## config.mk

```make
export PLATFORM = sky130hd
export DESIGN_NAME = sad_back
export DESIGN_NICKNAME = d
export VERILOG_FILES = /design/src/hw/rtl/sad_pkg.sv /design/src/hw/rtl/sad_back.sv
export SDC_FILE = /design/constraint.sdc
export NUM_CORES = 1
export LEC_CHECK = 0
export BUFFER_PORTS_ARGS = -buffer_cell sky130_fd_sc_hd__buf_4
export CAP_MARGIN = 20
export CELL_PAD_IN_SITES_DETAIL_PLACEMENT = 1
export CELL_PAD_IN_SITES_GLOBAL_PLACEMENT = 2
export CORE_ASPECT_RATIO = 0.8
export CORE_MARGIN = 5
export CORE_UTILIZATION = 24
export DETAILED_ROUTE_END_ITERATION = 10
export PLACE_DENSITY = 0.79
export REMOVE_ABC_BUFFERS = 1
export SKIP_LAST_GASP = 1
export SLEW_MARGIN = 20
export SYNTH_ARGS = -nofsm -noshare
export SYNTH_HDL_FRONTEND = slang
export SYNTH_SLANG_ARGS = --single-unit
```

## constraint.sdc

```tcl
create_clock -name clk -period 3.6 [get_ports clk]
set_input_delay 0.36 -clock clk [delete_from_list [all_inputs] [get_ports clk]]
set_output_delay 0.36 -clock clk [all_outputs]
set_load 0.02 [all_outputs]
```

## src/hw/rtl/sad_pkg.sv

```systemverilog
package sad_pkg;

    // Coordinate width of the point fields
    localparam int COORD_WIDTH = 16;
    localparam int DIFF_WIDTH  = COORD_WIDTH + 1;
    localparam int ANGLE_WIDTH = 9;

    // Octant search: boundaries 1..OCT_TOP, result 0..OCT_TOP
    localparam int OCT_TOP = 44;
    localparam int DEG_W   = 6;
    localparam int PROD_W  = COORD_WIDTH + 32;
    localparam int SUM_W   = COORD_WIDTH + 64;

    localparam logic [DEG_W-1:0] OCT_LAST = DEG_W'(OCT_TOP);
    localparam logic [6:0] DEG_DIAG    = 7'd45;
    localparam logic [6:0] DEG_QUAD_HI = 7'd89;
    localparam logic [ANGLE_WIDTH-1:0] DEG_90  = 9'd90;
    localparam logic [ANGLE_WIDTH-1:0] DEG_180 = 9'd180;
    localparam logic [ANGLE_WIDTH-1:0] DEG_270 = 9'd270;

    // Quadrant codes
    localparam logic [1:0] QUAD_0 = 2'd0;
    localparam logic [1:0] QUAD_1 = 2'd1;
    localparam logic [1:0] QUAD_2 = 2'd2;
    localparam logic [1:0] QUAD_3 = 2'd3;

    // Q2.62 constants
    localparam logic [63:0] PI_Q62  = 64'hC90FDAA22168C235;
    localparam logic [63:0] ONE_Q62 = 64'h4000000000000000;

    typedef struct packed {
        logic signed [COORD_WIDTH-1:0] start_x;
        logic signed [COORD_WIDTH-1:0] start_y;
        logic signed [COORD_WIDTH-1:0] end_x;
        logic signed [COORD_WIDTH-1:0] end_y;
    } points_t;

    typedef struct packed {
        logic [ANGLE_WIDTH-1:0] angle_deg;
        logic                   zero_length;
    } result_t;

    // Context carried down the pipeline with each item
    typedef struct packed {
        logic [1:0]             quad;
        logic                   swap;
        logic                   zero;
        logic                   equal;
        logic [COORD_WIDTH-1:0] minor;
        logic [COORD_WIDTH-1:0] major;
        logic [DEG_W-1:0]       deg;
    } sad_ctx_t;

    typedef logic [63:0] trig_tab_t [0:OCT_TOP];

    // Taylor series of cos/sin at whole degrees, Q62, truncating steps.
    // Evaluated at elaboration only.
    function automatic trig_tab_t build_trig(logic want_sin);
        trig_tab_t    tab;
        logic [63:0]  step;
        logic [63:0]  x;
        logic [63:0]  term;
        logic [63:0]  c;
        logic [63:0]  s;
        logic [127:0] prod;
        step = PI_Q62 / 64'd180;
        tab[0] = want_sin ? 64'd0 : ONE_Q62;
        for (int k = 1; k <= OCT_TOP; k++)
        begin
            x    = step * 64'(k);
            term = ONE_Q62;
            c    = ONE_Q62;
            s    = 64'd0;
            for (int n = 1; n < 64; n++)
            begin
                if (term != 64'd0)
                begin
                    prod = {64'd0, term} * {64'd0, x};
                    term = prod[125:62] / 64'(n);
                    case (2'(n))
                        2'd1:    s = s + term;
                        2'd2:    c = c - term;
                        2'd3:    s = s - term;
                        default: c = c + term;
                    endcase
                end
            end
            tab[k] = want_sin ? s : c;
        end
        return tab;
    endfunction

    localparam trig_tab_t COS_Q62 = build_trig(1'b0);
    localparam trig_tab_t SIN_Q62 = build_trig(1'b1);

    function automatic logic [63:0] cos_at(logic [DEG_W-1:0] k);
        return (k <= OCT_LAST) ? COS_Q62[k] : 64'd0;
    endfunction

    function automatic logic [63:0] sin_at(logic [DEG_W-1:0] k);
        return (k <= OCT_LAST) ? SIN_Q62[k] : 64'd0;
    endfunction

endpackage

```

## src/hw/rtl/sad_back.sv

```systemverilog
module sad_back
    import sad_pkg::*;
(
    input  logic     clk,
    input  logic     rst_n,
    input  sad_ctx_t up,
    input  logic     up_valid,
    output logic     up_stall,
    output result_t  dn,
    output logic     dn_valid,
    input  logic     dn_stall
);

    logic                   v_reg;
    result_t                res_reg;
    result_t                res_next;
    logic [6:0]             oct;
    logic [6:0]             frac;
    logic [ANGLE_WIDTH-1:0] base;
    logic                   rdy;

    assign rdy      = !v_reg || !dn_stall;
    assign up_stall = !rdy;
    assign dn       = res_reg;
    assign dn_valid = v_reg;

    // Diagonal is exact; upper octant mirrors about 45 degrees
    assign oct  = up.equal ? DEG_DIAG : 7'(up.deg);
    assign frac = up.swap ? (DEG_QUAD_HI - oct) : oct;

    always_comb
    begin
        case (up.quad)
            QUAD_1:  base = DEG_90;
            QUAD_2:  base = DEG_180;
            QUAD_3:  base = DEG_270;
            default: base = '0;
        endcase
    end

    // Zero-length segment reports angle 0 with the flag
    always_comb
    begin
        res_next.zero_length = up.zero;
        res_next.angle_deg   = up.zero ? '0 : (base + ANGLE_WIDTH'(frac));
    end

    always_ff @(posedge clk or negedge rst_n)
    begin
        if (!rst_n)
        begin
            v_reg <= 1'b0;
        end
        else if (rdy)
        begin
            v_reg <= up_valid;
        end
    end

    always_ff @(posedge clk)
    begin
        if (rdy && up_valid)
        begin
            res_reg <= res_next;
        end
    end

endmodule

```

After elaboration in Yosys (flattened, before gate mapping). Cells that the tools add are included.

Muxes and demuxes: 3. Add/sub/neg operators: 2. Reduce and logical (&&, ||, !) cells: 5. Equality and inequality tests: 3.

Operators with widths (count): case mux 9 bit (3 select lines) (1); adder 9 x 7 -> 9 bit (1); 2-to-1 mux 7 bit (1); subtractor 7 x 6 -> 7 bit (first input constant) (1); 2-to-1 mux 6 bit (1); == test 2 bit (second input constant) (2); logical NOT 1 bit (3); == test 2 x 1 -> 1 bit (second input constant) (1); logical AND 1 bit (1); logical OR 1 bit (1).

Input port bits: 47. Register bits after elaboration: 11. Word-level logic and storage cells: 16. Output and inout bits: 12.

Longest topological paths before layout.
Depth in word-level cells: 4. Depth in mapped cells: 11. Depth with buffers taken out: 11.

Worst setup path after synthesis. No wires, ideal clock.

Path kind: input to register. Start: input port up[38] in the netlist's numbering. End: register res_reg (netlist bit dn[9]) (data pin). Required time: 3340 ps. Data arrival time: 2240 ps. Slack: 1100 ps. Setup time: 260 ps. Cell stages on the path: 10. Buffers on the path: 0. Path through: nand2b_1 > ha_1 > nand2b_1 > o31ai_1 > inv_1 > ha_1 > a211oi_2 > nor2_2 > a41oi_1 > mux2_2.

Cells in the longest elaborated chain, start to end: 4.

Ends and longest elaborated chain: from (decl) (RTL line sad_back.sv:6) `input sad_ctx_t up,`; 2-to-1 mux 6 bit (*) (RTL line sad_back.sv:28) `assign oct = up.equal ? DEG_DIAG : 7'(up.deg);`; subtractor 7 x 6 -> 7 bit (RTL line sad_back.sv:29) `assign frac = up.swap ? (DEG_QUAD_HI - oct) : oct;`; 2-to-1 mux 7 bit (*) (RTL line sad_back.sv:29); adder 9 x 7 -> 9 bit (*) (RTL line sad_back.sv:45) `res_next.angle_deg = up.zero ? '0 : (base + ANGLE_WIDTH'(frac));`; to (signal assigned) (RTL line sad_back.sv:64) `res_reg <= res_next;`; to (decl) (RTL line sad_back.sv:15) `result_t res_reg;`.

Mark *: on every way between the ends. The rest lies on a longest branch, timed or not. A chain may end at the register's enable or synchronous reset.

Final worst setup path. Ends and elaborated chain as after synthesis.

==> impl_metrics.ini <==
[cts]
cts_root_buffer = clkbuf_8
cts_htree_levels = 1
cts_tree = yes
cts_buffers = 3
insertion_delay_ns = 0.23
cts.sinks = 11
post_cts_resized = 0
cts_max_path_buffers = 2
post_cts_buffers = 0
path_clk_slew_ns = 0.05

[hold_path]
worstHoldStart = up_valid
hp-class = primary input to register

[detailed_routing]
wl_um = 2160
drc = 0
detail_route.wl_per_cell_um = 13.0
vias = 762
drtIter0Drc = 23
drtPass1Iterations = 3
antenna_left = 0
routed_via_density = 4.59

[global_route]
grt.overflow.total = 0
antenna_found_initial = 0
grt_usage = 0.0879
grt_max_degree = 15
grt_pass1_vias = 766
grt_pass1_wl_um = 3580

[pwr]
pwr-share-comb = 0.328
p_sw_uw = 116
irDropWorstVdd_uv = 84.8
powerDensity_nw_per_um2 = 335
p_int_uw = 291
clkPwrFrac = 0.289
swShare = 0.285
leakagePower_nw = 0.545
seqPwrFrac = 0.383

[sta]
max_slew_margin = 0.470
rsz0062_at_grt = false
layout_setup_ws_ns = 0.984
tightest_slew_ns = 0.793
min_period_over_period = 0.727
skew_ns = 0.00155
setup_viol = 0
fin_tns_setup_ns = 0
fmax_mhz = 382
slew_violations = 0
hold_viol = 0
period_needed_ns = 2.62

[final_layout]
syn2layout_area_growth_pct = 32.4
n_antenna_cell = 0
utilization = 0.324
final_cells = 166
fillers = 451
layout-drive-gt1-share = 0.311
nNetsFinal = 183

[synthesis]
netlist_area_um2 = 920
synth-edff-count = 10
yosysWarnings = 0
yosys.area_share.simple = 0.227
synth_mux_area_frac = 0.0122
synth_cells = 92
synth_compound_area_frac = 0.147
yosys.area_share.xor_xnor = 0.0381
synth_top_family_by_area = simple AND/OR/NAND/NOR gates
syn_area_per_cell_um2 = 10.0
ys_ff_latch = 11
async_reset_ff_frac = 0.0909
yosysSeqAreaShare = 0.354
synthFlopType = edfxtp_1
synthAdderAreaFrac = 0.185
ys_types = 36

[floorplan]
rows = 20
core_um2 = 3750
die_w_um = 79.2
ios = 59
initial_utilization = 0.245
die_area_um2 = 5180
die_y_um = 65.4

[placed_design]
pre_cts_slack_ns = 0.700
hpwl_um = 1860
dp_cells = 161
gp_congestion = 0.715
port_buffers = 26

[status]
status = complete, no violations

[worst_setup_path]
r2r_start = dn_valid
slowest_stage = mux2_2
cp_max_fo = 8
worstSetupPathType = primary input to register
slowest_delay_ns = 0.37
path_cells = buf_4 > nand2b_1 > ha_1 > nand2b_1 > o31ai_1 > inv_1 > ha_1 > a211oi_2 > nor2_2 > a41oi_1 > mux2_2
startpoint = up[38]
reg2reg_slack_ns = 2.06
required_ns = 3.58
arrival_ns = 2.59
cp-end-kind = register
crit_path_start_kind = primary input

[run]
max_cap_viol_count = 0
==> repair_timing <==
item,CTS,global route
hold endpoints to repair,1,0
hold buffers,1,0
setup endpoints to repair,0,0
==> metal layers <==
metal,track usage,part of all wire,up-vias
li1,-,-,390
met1,0.115,0.50,349
met2,0.142,0.44,21
met3,0.0192,0.059,2
met4,0.0322,0.0032,0
met5,0,0,-
==> critical path, delay by kind of cell <==
kind / cells / cell delay (ns)
and+or+nand+nor: 3 / 0.40
AOI/OAI and AO/OA: 3 / 0.60
muxes: 1 / 0.37
adders and majority gates: 2 / 0.61
buffers and inverters: 2 / 0.24
==> cell usage in the layout (no fill, tap or decap), types with 3 or more instances in the layout <==
| cell | n |
|---|---|
| nor2b_1 | 5 |
| xor2_1 | 4 |
| ha_1 | 12 |
| edfxtp_1 | 10 |
| o21ai_0 | 3 |
| nor2_1 | 12 |
| clkbuf_8 | 3 |
| nand2b_1 | 4 |
| nor3_1 | 5 |
| inv_1 | 7 |
| buf_4 | 26 |
==> final cells by class <==
class | count | area [µm²] | area share
multi-input combinational | 73 | 561 | 0.460
inverter | 7 | 26.3 | 0.0216
sequential | 11 | 325 | 0.267
timing repair buffer | 27 | 205 | 0.169
clock buffer | 4 | 45.0 | 0.0370
tap | 44 | 55.1 | 0.0452
==> power groups by stage <==
| stage | clock network, mW | registers, mW | logic, mW |
|---|---|---|---|
| 2_1_floorplan | 0 | 0.171 | 0.0704 |
| 5_1_grt | 0.128 | 0.157 | 0.150 |
| 3_3_place_gp | 0 | 0.158 | 0.131 |
| 6_report | 0.118 | 0.156 | 0.134 |
| 4_1_cts | 0.123 | 0.156 | 0.136 |
| 3_5_place_dp | 0 | 0.158 | 0.135 |
==> metrics by stage <==
| stage | area (µm²) | power, mW | hold WS, ns |
|---|---|---|---|
| 2_1_floorplan | 912 | 0.241 | 0.0644 |
| 3_3_place_gp | 1160 | 0.289 | 0.135 |
| 3_5_place_dp | 1160 | 0.293 | 0.137 |
| 4_1_cts | 1220 | 0.415 | 0.319 |
| 5_1_grt | 1220 | 0.435 | 0.328 |
| 6_report | 1220 | 0.408 | 0.324 |
==> synth_stat cells, types with 2 or more instances <==
library cell	count	area, µm²
edfxtp_1	10	300
ha_1	12	150
inv_1	7	26.3
nand2_1	2	7.51
nand2b_1	4	25.0
nor2_1	12	45.0
nor2b_1	5	31.3
nor3_1	5	25.0
o21a_1	2	15.0
o21ai_0	3	15.0
or3b_2	2	17.5
xor2_1	4	35.0
==> path summary, 6_finish.rpt <==
check / endpoint / cells past startpoint
max: dn[9] / 11
min: dn_valid / 2
max reg2reg: dn[3] / 2
min reg2reg: dn_valid / 2
max in group asynchronous: dn_valid / 2
min in group asynchronous: dn_valid / 2
==> cell families (layout without fill, tap and decap cells) <==
family / after synthesis / in the layout
flops: 11 / 11
simple gates: 38 / 38
fa+ha+maj: 13 / 13
buf+inv: 8 / 38
xor+xnor: 4 / 4
compound gates: 17 / 17
mux: 1 / 1
==> sequential cells by signal, indices dropped and copies added, names as in the netlist <==
signal,count
dn,10
dn_valid,1
Note: power is estimated with default switching activity, not from simulation.
