File: src/hw/rtl/sad_pkg.sv
package sad_pkg;

    // Coordinate width of the point fields
    localparam int COORD_WIDTH = 16;
    localparam int DIFF_WIDTH  = COORD_WIDTH + 1;
    localparam int ANGLE_WIDTH = 9;

    // Octant search: boundaries 1..OCT_TOP, result 0..OCT_TOP
    localparam int OCT_TOP = 44;
    localparam int DEG_W   = 6;
    localparam int PROD_W  = COORD_WIDTH + 32;
    localparam int SUM_W   = COORD_WIDTH + 64;

    localparam logic [DEG_W-1:0] OCT_LAST = DEG_W'(OCT_TOP);
    localparam logic [6:0] DEG_DIAG    = 7'd45;
    localparam logic [6:0] DEG_QUAD_HI = 7'd89;
    localparam logic [ANGLE_WIDTH-1:0] DEG_90  = 9'd90;
    localparam logic [ANGLE_WIDTH-1:0] DEG_180 = 9'd180;
    localparam logic [ANGLE_WIDTH-1:0] DEG_270 = 9'd270;

    // Quadrant codes
    localparam logic [1:0] QUAD_0 = 2'd0;
    localparam logic [1:0] QUAD_1 = 2'd1;
    localparam logic [1:0] QUAD_2 = 2'd2;
    localparam logic [1:0] QUAD_3 = 2'd3;

    // Q2.62 constants
    localparam logic [63:0] PI_Q62  = 64'hC90FDAA22168C235;
    localparam logic [63:0] ONE_Q62 = 64'h4000000000000000;

    typedef struct packed {
        logic signed [COORD_WIDTH-1:0] start_x;
        logic signed [COORD_WIDTH-1:0] start_y;
        logic signed [COORD_WIDTH-1:0] end_x;
        logic signed [COORD_WIDTH-1:0] end_y;
    } points_t;

    typedef struct packed {
        logic [ANGLE_WIDTH-1:0] angle_deg;
        logic                   zero_length;
    } result_t;

    // Context carried down the pipeline with each item
    typedef struct packed {
        logic [1:0]             quad;
        logic                   swap;
        logic                   zero;
        logic                   equal;
        logic [COORD_WIDTH-1:0] minor;
        logic [COORD_WIDTH-1:0] major;
        logic [DEG_W-1:0]       deg;
    } sad_ctx_t;

    typedef logic [63:0] trig_tab_t [0:OCT_TOP];

    // Taylor series of cos/sin at whole degrees, Q62, truncating steps.
    // Evaluated at elaboration only.
    function automatic trig_tab_t build_trig(logic want_sin);
        trig_tab_t    tab;
        logic [63:0]  step;
        logic [63:0]  x;
        logic [63:0]  term;
        logic [63:0]  c;
        logic [63:0]  s;
        logic [127:0] prod;
        step = PI_Q62 / 64'd180;
        tab[0] = want_sin ? 64'd0 : ONE_Q62;
        for (int k = 1; k <= OCT_TOP; k++)
        begin
            x    = step * 64'(k);
            term = ONE_Q62;
            c    = ONE_Q62;
            s    = 64'd0;
            for (int n = 1; n < 64; n++)
            begin
                if (term != 64'd0)
                begin
                    prod = {64'd0, term} * {64'd0, x};
                    term = prod[125:62] / 64'(n);
                    case (2'(n))
                        2'd1:    s = s + term;
                        2'd2:    c = c - term;
                        2'd3:    s = s - term;
                        default: c = c + term;
                    endcase
                end
            end
            tab[k] = want_sin ? s : c;
        end
        return tab;
    endfunction

    localparam trig_tab_t COS_Q62 = build_trig(1'b0);
    localparam trig_tab_t SIN_Q62 = build_trig(1'b1);

    function automatic logic [63:0] cos_at(logic [DEG_W-1:0] k);
        return (k <= OCT_LAST) ? COS_Q62[k] : 64'd0;
    endfunction

    function automatic logic [63:0] sin_at(logic [DEG_W-1:0] k);
        return (k <= OCT_LAST) ? SIN_Q62[k] : 64'd0;
    endfunction

endpackage

File: src/hw/rtl/sad_front.sv
module sad_front
    import sad_pkg::*;
(
    input  logic     clk,
    input  logic     rst_n,
    input  points_t  up,
    input  logic     up_valid,
    output logic     up_stall,
    output sad_ctx_t dn,
    output logic     dn_valid,
    input  logic     dn_stall
);

    logic                         v1_reg;
    logic                         v2_reg;
    logic signed [DIFF_WIDTH-1:0] dx_reg;
    logic signed [DIFF_WIDTH-1:0] dy_reg;
    logic signed [DIFF_WIDTH-1:0] dx_next;
    logic signed [DIFF_WIDTH-1:0] dy_next;
    logic signed [DIFF_WIDTH-1:0] qx;
    logic signed [DIFF_WIDTH-1:0] qy;
    logic [COORD_WIDTH-1:0]       ux;
    logic [COORD_WIDTH-1:0]       uy;
    logic [1:0]                   quad;
    sad_ctx_t                     ctx_reg;
    sad_ctx_t                     ctx_next;
    logic                         rdy1;
    logic                         rdy2;

    assign rdy2     = !v2_reg || !dn_stall;
    assign rdy1     = !v1_reg || rdy2;
    assign up_stall = !rdy1;
    assign dn       = ctx_reg;
    assign dn_valid = v2_reg;

    // Vector from the two points, y flipped to point up
    assign dx_next = $signed({up.end_x[COORD_WIDTH-1], up.end_x})
                   - $signed({up.start_x[COORD_WIDTH-1], up.start_x});
    assign dy_next = $signed({up.start_y[COORD_WIDTH-1], up.start_y})
                   - $signed({up.end_y[COORD_WIDTH-1], up.end_y});

    // Rotate by a multiple of 90 degrees into the first quadrant
    always_comb
    begin
        if (dx_reg > 0 && dy_reg >= 0)
        begin
            quad = QUAD_0;
            qx   = dx_reg;
            qy   = dy_reg;
        end
        else if (dx_reg <= 0 && dy_reg > 0)
        begin
            quad = QUAD_1;
            qx   = dy_reg;
            qy   = -dx_reg;
        end
        else if (dx_reg < 0 && dy_reg <= 0)
        begin
            quad = QUAD_2;
            qx   = -dx_reg;
            qy   = -dy_reg;
        end
        else
        begin
            quad = QUAD_3;
            qx   = -dy_reg;
            qy   = dx_reg;
        end
    end

    assign ux = qx[COORD_WIDTH-1:0];
    assign uy = qy[COORD_WIDTH-1:0];

    // Mirror into the lower octant
    always_comb
    begin
        ctx_next.quad  = quad;
        ctx_next.swap  = uy > ux;
        ctx_next.zero  = (dx_reg == 0) && (dy_reg == 0);
        ctx_next.equal = uy == ux;
        ctx_next.minor = (uy > ux) ? ux : uy;
        ctx_next.major = (uy > ux) ? uy : ux;
        ctx_next.deg   = '0;
    end

    always_ff @(posedge clk or negedge rst_n)
    begin
        if (!rst_n)
        begin
            v1_reg <= 1'b0;
            v2_reg <= 1'b0;
        end
        else
        begin
            if (rdy1)
            begin
                v1_reg <= up_valid;
            end
            if (rdy2)
            begin
                v2_reg <= v1_reg;
            end
        end
    end

    always_ff @(posedge clk)
    begin
        if (rdy1 && up_valid)
        begin
            dx_reg <= dx_next;
            dy_reg <= dy_next;
        end
        if (rdy2 && v1_reg)
        begin
            ctx_reg <= ctx_next;
        end
    end

endmodule

File: config.mk
export PLATFORM = sky130hd
export DESIGN_NAME = sad_front
export DESIGN_NICKNAME = d
export VERILOG_FILES = /design/src/hw/rtl/sad_pkg.sv /design/src/hw/rtl/sad_front.sv
export SDC_FILE = /design/constraint.sdc
export NUM_CORES = 1
export LEC_CHECK = 0
export ABC_CLOCK_PERIOD_IN_PS = 3700
export BUFFER_PORTS_ARGS = -buffer_cell sky130_fd_sc_hd__buf_2
export CAP_MARGIN = 20
export CORE_ASPECT_RATIO = 0.9
export CORE_MARGIN = 8
export CORE_UTILIZATION = 40
export CTS_CLUSTER_SIZE = 10
export DETAILED_ROUTE_END_ITERATION = 10
export PLACE_DENSITY_LB_ADDON = 0.08
export SETUP_SLACK_MARGIN = 0.4
export SYNTH_ARGS = -nofsm -noshare
export SYNTH_HDL_FRONTEND = slang
export SYNTH_SLANG_ARGS = --single-unit
File: constraint.sdc
create_clock -name clk -period 3.7 [get_ports clk]
set_input_delay 0.37 -clock clk [delete_from_list [all_inputs] [get_ports clk]]
set_output_delay 0.37 -clock clk [all_outputs]
set_load 0.03 [all_outputs]
* Word-level counts from Yosys, hierarchy flattened
Cells that the tools add are included. W data, S select, Z words.
Storage, ports and cells: register bits 73, input port bits 68, output and inout bits 45, word-level logic and storage cells 48
Operators by class: add/sub/neg operators 4, magnitude comparators 7, eq/ne operators 1, multiplexer cells 10, reductions and logical operators 15
Operator list (count):
- $mux W16 | 8
- $logic_not A32 Y1 | 2
- $gt A17 B1 Y1 const B | 2
- $le A17 B1 Y1 const B | 2
- $sub A16 B16 Y17 | 2
- $neg A16 Y16 | 2
- $ge A17 B1 Y1 const B | 1
- $lt A17 B1 Y1 const B | 1
- $eq A16 B16 Y1 | 1
- $gt A16 B16 Y1 | 1
- $logic_and A1 B1 Y1 | 6
- $logic_not A1 Y1 | 4
- $logic_or A1 B1 Y1 | 2
- $mux W1 | 2
- $reduce_or A2 Y1 | 1

* Depth between registers and ports, before layout
Gate-level depths: netlist (run 1).
word-level depth 7, mapped depth 21, mapped depth without buffers 18

* Least setup slack after synthesis (run 1)
Ideal clock, no wire load.
path kind register to register, from register dx_reg[0], to register ctx_reg (netlist bit dn[7]), data pin, setup time 256 ps, arrival 3781 ps, data required time 3444 ps, setup slack -337 ps, cell stages (with the launch flop) 22, buffers on the path 3, clock period less this slack 4037 ps, cells stage by stage edfxtp_1 -> inv_1 -> ha_1 -> nor4b_2 -> and2_0 -> buf_2 -> a21o_1 -> buf_2 -> nand2_2 -> inv_2 -> a32o_1 -> a21oi_1 -> inv_1 -> ha_1 -> and3_1 -> nand2_1 -> o21ai_0 -> nand2_1 -> a31oi_1 -> buf_2 -> o21bai_1 -> nand2_1
RTL lines:
- start: declaration | RTL line sad_front.sv:16 | logic signed [DIFF_WIDTH-1:0] dx_reg;
- start signal: assignment | RTL line sad_front.sv:110 | dx_reg <= dx_next;
- end signal: assignment | RTL line sad_front.sv:115 | ctx_reg <= ctx_next;
- end: declaration | RTL line sad_front.sv:25 | sad_ctx_t ctx_reg;

==> results.tsv, run 1 <==
stage	metric	value	unit
status	status	complete, but fails checks	
status	failing checks	negative setup slack	
yosys	share of the synthesized area in the top cell type	33.4	%
routing	Pre-antenna DRT Iters	5	
yosys	Netlist cell types	79	
cts	worst skew pair latency	0.34	ns
cts	TritonCTS clock tree	done	
setup_path	Worst setup EP type	flip-flop	
setup_path	Data required, critical path	3.79	ns
yosys	warning count from the yosys run	0	
yosys	ranking of synthesized cells by area	edfxtp_1 33%, ha_1 9.8%, mux2i_1 5.3%, inv_1 4.5%, a21oi_1 4.4%	
cts	H-tree Lvls	3	
power_and_ir_drop	total power	0.00436	W
final_layout	fillcell total	1379	
yosys	Syn Inst Count	706	
yosys	mapped cell area	6390	sq um
grt	global route total overflow	0	
routing	initial detailed-routing violation count	494	
hold_path	type of the worst min-delay path	input port to flip-flop	
setup_path	worst-path fanout max	7	
cts	Clock Path Buffers	2	
setup_path	crit path cell chain	inv_2 > ha_4 > nor4b_4 > and2_1 > buf_6 > a21o_4 > buf_12 > nand2_2 > o21ai_1 > a222oi_1 > inv_1 > ha_4 > a21o_1 > a21oi_2 > nor2b_2 > o31ai_4 > a31oi_4 > buf_6 > buf_12 > nor3_2 > a21oi_1	
yosys	asr flop ratio synth	2.74	%
setup_path	slowest stage delay, CP	0.43	ns
place	DP Wirelength	16.1	mm
floorplan	Ports	113	
cts	TritonCTS Buffers	9	
timing	Final min period	3.82	ns
yosys	Post-synth EDFFs	71	
place	Setup WS pre-CTS	-0.310	ns
routing	DRC	0	
floorplan	die area	20300	sq um
floorplan	die width	149	microns
timing	final-report hold violation count	0	
cts	CTS root buf	clkbuf_16	
final_layout	FF+latch area	2180	sq um
final_layout	share of cells above drive strength 1	41.1	%
final_layout	number of flip-flops in the largest register	37	
power_and_ir_drop	VDD IR-drop max	0.000279	V
cts	Clock Pin Slew Worst Setup and Hold Paths	0.06	ns
grt	vias in the first global route	6397	
floorplan	Initial Util	40.2	%
final_layout	Multi-input gate area	4250	sq um
timing	Setup WS post-layout	-0.119	ns
yosys	Seq/Total Area, Yosys	34.1	%
floorplan	Chip Height	136	microns
final_layout	ant diodes	0	
grt	first-pass GRT wire length	32.5	mm
grt	Total GRT Usage	20.1	%
timing	Worst Max-Slew Pin Slew	0.753	ns
timing	crit share post-route	103	%
timing	Slew Limit Fails	0	
cts	CTS sink cnt	73	
yosys	FF+latch count, synth	73	
place	IO Port Bufs	106	
grt	largest net degree at the start of global routing	38	
routing	detail-routed via count per cell	5.31	
power_and_ir_drop	LEAKAGE	4.21	nW
flow_run	total of max-cap violations	0	
grt	initial antenna violation count	0	
timing	RSZ-0062 raised after global routing	yes	
setup_path	Setup CP Type	flip-flop to flip-flop	
routing	DR WL/cell	17.2	microns
timing	Setup Skew	0.0109	ns
timing	FMAX	0.262	GHz
timing	Relative slew margins	48.5	%
final_layout	synth-to-layout area growth	47.4	%
setup_path	Worst EP arrival	3.91	ns
final_layout	number of nets in the layout	1103	
floorplan	row cnt	44	
routing	via count	6344	
final_layout	post-layout utilization of the core	59.2	%
yosys	dominant synthesized flop cell	edfxtp_1	
setup_path	slowest cell on the critical path	a222oi_1	
yosys	Syn Area/Cell	9.05	sq um
yosys	largest area contributor in the netlist	edfxtp_1	
place	gpl congestion	0.922	
routing	Post-DRT Antenna Nets	0	
routing	drt total wl	20.6	mm
timing	count of final setup violators	31	
floorplan	Core ar.	15900	sq um
power_and_ir_drop	pwr/cell area	463	nW/um^2
setup_path	CP Launch Type	flip-flop	
==> worst paths after layout <==
path | startpoint | endpoint | slack (ns) | depth (start not counted)
setup / recovery | dx_reg[0] | dn[30] | -0.12 | 21
hold / removal | up_valid | v1_reg | 0.23 | 2
setup reg to reg | dx_reg[0] | dn[30] | -0.12 | 21
max in group asynchronous | rst_n | v1_reg | 3.26 | 2
hold reg to reg | v1_reg | dn_valid | 0.49 | 1
min in group asynchronous | rst_n | dn_valid | 0.35 | 2
==> layer usage <==
metal  global-route usage [%]  vias to the layer above  part of all wire (%)
met5                        0                        -                     0
met4                     6.89                        0                   2.2
met3                     4.13                       30                   5.6
met2                     33.5                      195                    47
met1                     25.5                     2979                    45
li1                         -                     3140                     -
==> cell usage after synthesis (all sizes together) (11+ instances only) <==
library cell   n
buf           23
inv           77
a21oi         58
nand2         35
nand3         15
nor2b         14
mux2i         34
edfxtp        71
nor2          55
nor3          30
xor2          14
ha            50
o21ai         40
o21a          11
xnor2         24
==> metrics by stage <==
stage	std cells	instance area, sq um	TNS, ns	hold slack (ns)
after floorplan	711	6560	0	0.0744
after global placement	1142	8330	-7.45	0.155
after detailed placement	1142	8330	-8.34	0.157
after CTS	1181	9050	-1.11	0.217
after global routing	1195	9420	-7.98	0.239
final	1195	9420	-2.62	0.225
==> repair_timing <==
| item | in CTS | in global routing |
|---|---|---|
| pin swaps | 9 | 12 |
| gates resized for setup | 36 | 47 |
| endpoints found under the hold margin | 2 | 0 |
| setup buffers | 20 | 12 |
| hold buffers | 1 | 0 |
| endpoints found under the setup margin | 34 | 34 |
| gates cloned | 2 | 1 |
==> power by group <==
part	internal, W	switching, W	leakage (nW)	total, W
registers	0.00112	0.0000625	0.705	0.00119
logic	0.00103	0.00117	3.35	0.00220
clock network	0.000625	0.000346	0.162	0.000970
total	0.00278	0.00158	4.21	0.00436
==> layout by cell type (no fill, tap or decap), drive strengths merged, types with 14 or more instances in the layout <==
| cell type | instances |
|---|---|
| a21oi | 58 |
| buf | 291 |
| edfxtp | 71 |
| ha | 50 |
| inv | 77 |
| mux2i | 34 |
| nand2 | 35 |
| nand3 | 15 |
| nor2 | 55 |
| nor2b | 14 |
| nor3 | 30 |
| o21ai | 40 |
| xnor2 | 24 |
| xor2 | 14 |
==> critical path: cells and delay by family, from the launching register on <==
kind | cells | cell delay, ns
buffers and inverters | 6 | 0.79
flip-flops | 1 | 0.36
AND/OR/NAND/NOR | 5 | 0.52
AO/OA/AOI/OAI | 8 | 1.49
adder cells (fa/ha/maj) | 2 | 0.40
==> layout make-up <==
cell class	count	share of cell area, %
multi-input cells	528	45.1
flip-flops and latches	73	23.2
repair buffers	293	22.3
inverters	78	3.13
well taps	207	2.75
clock buffers	11	2.68
clock inverters	5	0.824
==> kinds of logic (layout without fill, tap and decap cells) <==
family / count (synthesis) / in the layout / share of synthesized area, %
buffers and inverters: 110 / 387 / 7.34
other: 1 / 6 / 0.0587
AND/OR/NAND/NOR: 203 / 203 / 17.2
AO/OA/AOI/OAI: 194 / 194 / 20.1
XOR/XNOR: 38 / 38 / 5.21
adder cells (fa/ha/maj): 52 / 52 / 10.4
flip-flops: 73 / 73 / 34.1
multiplexers: 35 / 35 / 5.50
No activity file was read; power rests on OpenSTA's default activity.
==> inputs of run 2 (changes only) <==
--- a/config.mk
+++ b/config.mk
@@ -15,6 +15,7 @@
 export DETAILED_ROUTE_END_ITERATION = 10
 export PLACE_DENSITY_LB_ADDON = 0.08
 export SETUP_SLACK_MARGIN = 0.4
+export SKIP_CTS_REPAIR_TIMING = 1
 export SYNTH_ARGS = -nofsm -noshare
 export SYNTH_HDL_FRONTEND = slang
 export SYNTH_SLANG_ARGS = --single-unit
==> run 2 against run 1 <==
The flow still finishes with violations (negative setup slack); clock power about the same; clock skew barely moved; sequential share of layout area rose by 1.0 points; combinational power fell by 10%; critical endpoint is now dn[23].
==> results.tsv, run 2 (synthesized netlist as in run 1, its figures left out) <==
stage	metric	value	unit
hold_path	type of the worst min-delay path	input port to flip-flop	
grt	global route total overflow	0	
routing	DR WL/cell	16.8	microns
setup_path	Worst setup EP type	flip-flop	
final_layout	number of flip-flops in the largest register	37	
routing	DRC	0	
setup_path	Worst EP arrival	3.94	ns
timing	Slew Limit Fails	0	
place	Setup WS pre-CTS	-0.310	ns
timing	crit share post-route	104	%
floorplan	die area	20300	sq um
cts	TritonCTS Buffers	9	
routing	Post-DRT Antenna Nets	0	
cts	worst skew pair latency	0.34	ns
hold_path	worst hold endpoint	v1_reg	
timing	Worst Max-Slew Pin Slew	0.767	ns
hold_path	worst hold path startpoint	up_valid	
final_layout	most frequent cells in the layout	157 x buf_4, 106 x buf_2, 73 x inv_1, 71 x edfxtp_1, 51 x a21oi_1	
setup_path	worst-path fanout max	8	
flow_run	total of max-cap violations	0	
power_and_ir_drop	Gate power share	47.7	%
setup_path	Data required, critical path	3.79	ns
power_and_ir_drop	Sw Ratio	36.0	%
power_and_ir_drop	NetSw	0.00148	W
setup_path	crit path cell chain	or4_4 > nor2_4 > a21oi_4 > a21o_1 > a222oi_1 > o31a_1 > inv_1 > ha_4 > o211ai_1 > a21oi_2 > o31ai_4 > a31oi_4 > buf_12 > mux2i_1 > o21ai_1	
floorplan	Chip Height	136	microns
routing	Pre-antenna DRT Iters	7	
power_and_ir_drop	total power	0.00412	W
timing	Final min period	3.85	ns
place	IO Port Bufs	106	
grt	vias in the first global route	6129	
setup_path	r2r endpoint	dn[23]	
cts	CTS sink cnt	73	
cts	H-tree Lvls	3	
timing	RSZ-0062 raised after global routing	yes	
timing	FMAX	0.260	GHz
timing	Hold WS	0.226	ns
setup_path	FF-to-FF path depth	15	
routing	drt total wl	19.8	mm
floorplan	Core ar.	15900	sq um
grt	first-pass GRT wire length	31.5	mm
power_and_ir_drop	Internal	0.00264	W
cts	TritonCTS clock tree	done	
floorplan	Ports	113	
cts	CTS root buf	clkbuf_16	
place	DP Area	8330	sq um
final_layout	ant diodes	0	
power_and_ir_drop	LEAKAGE	4.07	nW
place	gpl congestion	0.922	
timing	final-report hold violation count	0	
hold_path	worst hold stages	2	
status	status	complete, but fails checks	
setup_path	Setup CP Type	flip-flop to flip-flop	
setup_path	slowest cell on the critical path	or4_4	
final_layout	synth-to-layout area growth	41.2	%
timing	Setup Skew	0.0108	ns
final_layout	number of nets in the layout	1085	
cts	Clock Path Buffers	2	
setup_path	R2R Setup Slk	-0.15	ns
status	failing checks	negative setup slack	
power_and_ir_drop	clock power share	23.5	%
floorplan	row cnt	44	
cts	Clock Pin Slew Worst Setup and Hold Paths	0.06	ns
power_and_ir_drop	pwr/cell area	457	nW/um^2
floorplan	Initial Util	40.2	%
setup_path	slowest stage delay, CP	0.57	ns
timing	count of final setup violators	32	
final_layout	final instance area	9020	sq um
final_layout	most common cell after layout, fill and taps aside	buf_4	
final_layout	share of cells above drive strength 1	37.0	%
routing	via count	6182	
grt	initial antenna violation count	0	
timing	Setup WS post-layout	-0.150	ns
routing	initial detailed-routing violation count	469	
grt	Total GRT Usage	19.5	%
power_and_ir_drop	sequential share of power	28.8	%
setup_path	CP Launch Type	flip-flop	
place	DP Wirelength	16.1	mm
power_and_ir_drop	VDD IR-drop max	0.000273	V
floorplan	die width	149	microns
grt	largest net degree at the start of global routing	38	
timing	Relative slew margins	47.6	%
setup_path	worst r2r src	dx_reg[12]	
timing	setup TNS	-2.52	ns
routing	detail-routed via count per cell	5.25	
[run 2: cell count changes in the layout (fill, tap and decap cells not counted), sizes merged]
cell / delta
buf: -17
clkbuf: -1
[run 2: final cells by class]
type,count,area [sq um]
fillers,1424,6890
multi-input cells,528,4060
flip-flops and latches,73,2180
repair buffers,275,1900
inverters,78,295
well taps,207,259
clock buffers,11,253
clock inverters,5,77.6
[run 2: per-stage QoR]
stage / cells / util [%]
final: 1177 / 56.7
after global routing: 1177 / 56.7
after CTS: 1158 / 54.4
after detailed placement: 1142 / 52.3
after global placement: 1142 / 52.3
after floorplan: 711 / -
[run 2: worst max-delay path by stage]
stage          depth (start not counted)      to  slack [ns]  startpoint
3_3_place_gp                          17  dn[34]       -0.28   dy_reg[0]
4_1_cts                               17  dn[35]       -0.35   dy_reg[0]
6_report                              15  dn[23]       -0.15  dx_reg[12]
2_1_floorplan                         20  dn[30]        0.11   dx_reg[1]
5_1_grt                               18   dn[6]       -0.33   dy_reg[0]
3_5_place_dp                          17  dn[14]       -0.31   dy_reg[0]
[run 2: worst max-delay path, delay by kind of cell, from the launching register on]
| family | cells | cell delay [ns] |
|---|---|---|
| AOI/OAI and AO/OA | 9 | 1.62 |
| and+or+nand+nor | 2 | 0.83 |
| DFF | 1 | 0.41 |
| adders and majority gates | 1 | 0.26 |
| buffers and inverters | 2 | 0.25 |
| muxes | 1 | 0.21 |
[run 2: power groups by stage]
| stage | Sequential (W) | Clock (W) | Combinational [W] |
|---|---|---|---|
| floorplan | 0.00140 | 0 | 0.000981 |
| global placement | 0.00121 | 0 | 0.00182 |
| detailed placement | 0.00121 | 0 | 0.00184 |
| CTS | 0.00119 | 0.000989 | 0.00185 |
| global route | 0.00120 | 0.00101 | 0.00216 |
| finish | 0.00119 | 0.000967 | 0.00197 |
[run 2: layer usage]
layer	GRT usage (%)	vias to the layer above	part of all wire [%]
met5	0	-	0
met4	7.28	0	1.6
met3	3.43	19	4.7
met2	32.2	165	47
met1	25.0	2902	46
li1	-	3096	-
==> inputs of run 3 (changes only) <==
--- a/config.mk
+++ b/config.mk
@@ -8,9 +8,11 @@
 export ABC_CLOCK_PERIOD_IN_PS = 3700
 export BUFFER_PORTS_ARGS = -buffer_cell sky130_fd_sc_hd__buf_2
 export CAP_MARGIN = 20
+export CELL_PAD_IN_SITES_DETAIL_PLACEMENT = 1
+export CELL_PAD_IN_SITES_GLOBAL_PLACEMENT = 2
 export CORE_ASPECT_RATIO = 0.9
 export CORE_MARGIN = 8
-export CORE_UTILIZATION = 40
+export CORE_UTILIZATION = 32
 export CTS_CLUSTER_SIZE = 10
 export DETAILED_ROUTE_END_ITERATION = 10
 export PLACE_DENSITY_LB_ADDON = 0.08
==> run 3 against run 2 <==
The flow still finishes with violations (negative setup slack); design area rose by 2.3%; sequential share of layout area fell by 0.55 points; global-route usage fell by 1.2 points; hold slack got worse by 0.0014 ns; critical path depth rose by 5; power rose by 4.2%; non-clock buffer count rose by 8; sequential power barely moved; cell count rose by 4.8%; register-to-register slack got worse by 0.06 ns; routed wire length rose by 14%; critical endpoint is now dn[6]; largest power group unchanged.
==> results.tsv, run 3 (synthesized netlist as in run 1, its figures left out) <==
stage	metric	value	unit
routing	Pre-antenna DRT Iters	4	
cts	TritonCTS clock tree	done	
timing	Setup WS post-layout	-0.213	ns
routing	drt total wl	22.6	mm
grt	largest net degree at the start of global routing	38	
timing	Relative slew margins	46.2	%
power_and_ir_drop	VDD IR-drop max	0.000252	V
final_layout	most common cell after layout, fill and taps aside	buf_4	
setup_path	Worst EP arrival	4.00	ns
final_layout	post-layout utilization of the core	46.6	%
floorplan	Chip Height	150	microns
cts	TritonCTS Buffers	9	
timing	Setup Skew	0.0105	ns
final_layout	FF+latch area	2180	sq um
floorplan	Ports	113	
grt	GRT busiest layer	met2	
place	DP Area	8410	sq um
routing	DRC	0	
grt	initial antenna violation count	0	
setup_path	crit path cell chain	inv_2 > ha_4 > nor3b_4 > a41o_1 > buf_6 > buf_4 > nand2_8 > inv_4 > a32o_1 > a21oi_2 > inv_1 > ha_1 > and3_4 > a221oi_2 > o21ai_1 > nand2_1 > a31oi_4 > buf_12 > xor2_4 > mux2i_1	
setup_path	Setup CP Type	flip-flop to flip-flop	
routing	via count	6272	
grt	vias in the first global route	6760	
hold_path	type of the worst min-delay path	input port to flip-flop	
flow_run	total of max-cap violations	0	
final_layout	fillcell total	2324	
grt	M3 GR Usage	2.20	%
routing	initial detailed-routing violation count	205	
floorplan	row cnt	49	
setup_path	slowest cell on the critical path	edfxtp_1	
routing	Post-DRT Antenna Nets	0	
status	status	complete, but fails checks	
final_layout	most frequent cells in the layout	163 x buf_4, 106 x buf_2, 72 x inv_1, 71 x edfxtp_1, 49 x a21oi_1	
timing	Final min period	3.91	ns
status	failing checks	negative setup slack	
power_and_ir_drop	total power	0.00430	W
floorplan	Core ar.	19800	sq um
setup_path	worst-path fanout max	8	
final_layout	number of flip-flops in the largest register	37	
final_layout	synth-to-layout area growth	44.4	%
cts	H-tree Lvls	3	
final_layout	share of cells above drive strength 1	38.4	%
setup_path	critical path's top delay family	compound AO/OA/AOI/OAI gates	
grt	grt met1 use	23.4	%
place	Setup WS pre-CTS	-0.442	ns
floorplan	Initial Util	32.3	%
timing	RSZ-0062 raised after global routing	yes	
place	DP Wirelength	18.8	mm
grt	Total GRT Usage	18.3	%
cts	Clock Pin Slew Worst Setup and Hold Paths	0.06	ns
final_layout	ant diodes	0	
setup_path	Buf+Inv Stages, Crit Path	6	
routing	detail-routed via count per cell	5.09	
timing	setup TNS	-5.00	ns
floorplan	die width	165	microns
setup_path	Data required, critical path	3.79	ns
final_layout	number of nets in the layout	1093	
timing	Slew Limit Fails	0	
timing	count of final setup violators	33	
setup_path	slowest stage delay, CP	0.37	ns
routing	DR WL/cell	18.3	microns
setup_path	Worst setup EP type	flip-flop	
grt	M2 GR Usage	31.0	%
power_and_ir_drop	pwr/cell area	465	nW/um^2
place	gpl congestion	0.881	
timing	FMAX	0.256	GHz
place	IO Port Bufs	106	
power_and_ir_drop	LEAKAGE	4.13	nW
final_layout	final instance area	9230	sq um
timing	Worst Max-Slew Pin Slew	0.786	ns
grt	first-pass GRT wire length	35.6	mm
timing	final-report hold violation count	0	
cts	CTS root buf	clkbuf_16	
cts	worst skew pair latency	0.34	ns
final_layout	Multi-input gate area	4140	sq um
floorplan	die area	24800	sq um
setup_path	CP Launch Type	flip-flop	
grt	global route total overflow	0	
timing	crit share post-route	106	%
cts	Clock Path Buffers	2	
cts	CTS sink cnt	73	
run 3: cell count changes in the layout (fill, tap and decap cells not counted), sizes merged:
cell	change
buf	+7
clkbuf	+1
clkinv	+1
clkinvlp	-1
run 3: report_power, final:
part / switching (W) / total [W] / internal, W
registers: 0.0000652 / 0.00119 / 0.00112
clock network: 0.000342 / 0.000950 / 0.000608
logic: 0.00117 / 0.00216 / 0.000983
total: 0.00158 / 0.00430 / 0.00272
run 3: final cells by class:
cell class,instances,share of cell area [%]
Clock inverter,5,0.854
Timing Repair Buffer,283,21.4
Tap cell,255,3.46
Clock buffer,11,2.63
Multi-Input combinational cell,528,44.9
Inverter,78,3.20
Sequential cell,73,23.6
run 3: worst paths after layout:
path / from / end / slack (ns) / cells past startpoint
min in group asynchronous: rst_n / v1_reg / 0.33 / 2
hold / removal: up_valid / v1_reg / 0.23 / 2
setup / recovery: dy_reg[1] / dn[6] / -0.21 / 20
hold reg to reg: v1_reg / dn_valid / 0.49 / 1
max in group asynchronous: rst_n / dn_valid / 3.27 / 2
setup reg to reg: dy_reg[1] / dn[6] / -0.21 / 20
run 3: per-stage QoR:
| step | hold slack (ns) | instances |
|---|---|---|
| after detailed placement | 0.156 | 1195 |
| after global routing | 0.250 | 1233 |
| after CTS | -0.221 | 1211 |
| final | 0.225 | 1233 |
| after global placement | 0.155 | 1195 |
| after floorplan | 0.0744 | 711 |
run 3: routing by layer:
layer | vias to the layer above | share of wire [%]
met2 | 105 | 50
met5 | - | 0
li1 | 3118 | -
met4 | 0 | 1.6
met3 | 22 | 2.9
met1 | 3027 | 46
run 3: worst register-to-register path: stages (launching register included):
cell and delay (ns):
edfxtp_1 0.37, inv_2 0.07, ha_4 0.16, nor3b_4 0.17, a41o_1 0.30, buf_6 0.15
buf_4 0.15, nand2_8 0.10, inv_4 0.06, a32o_1 0.26, a21oi_2 0.16, inv_1 0.07
ha_1 0.29, and3_4 0.20, a221oi_2 0.28, o21ai_1 0.12, nand2_1 0.14, a31oi_4 0.13
buf_12 0.18, xor2_4 0.19, mux2i_1 0.13
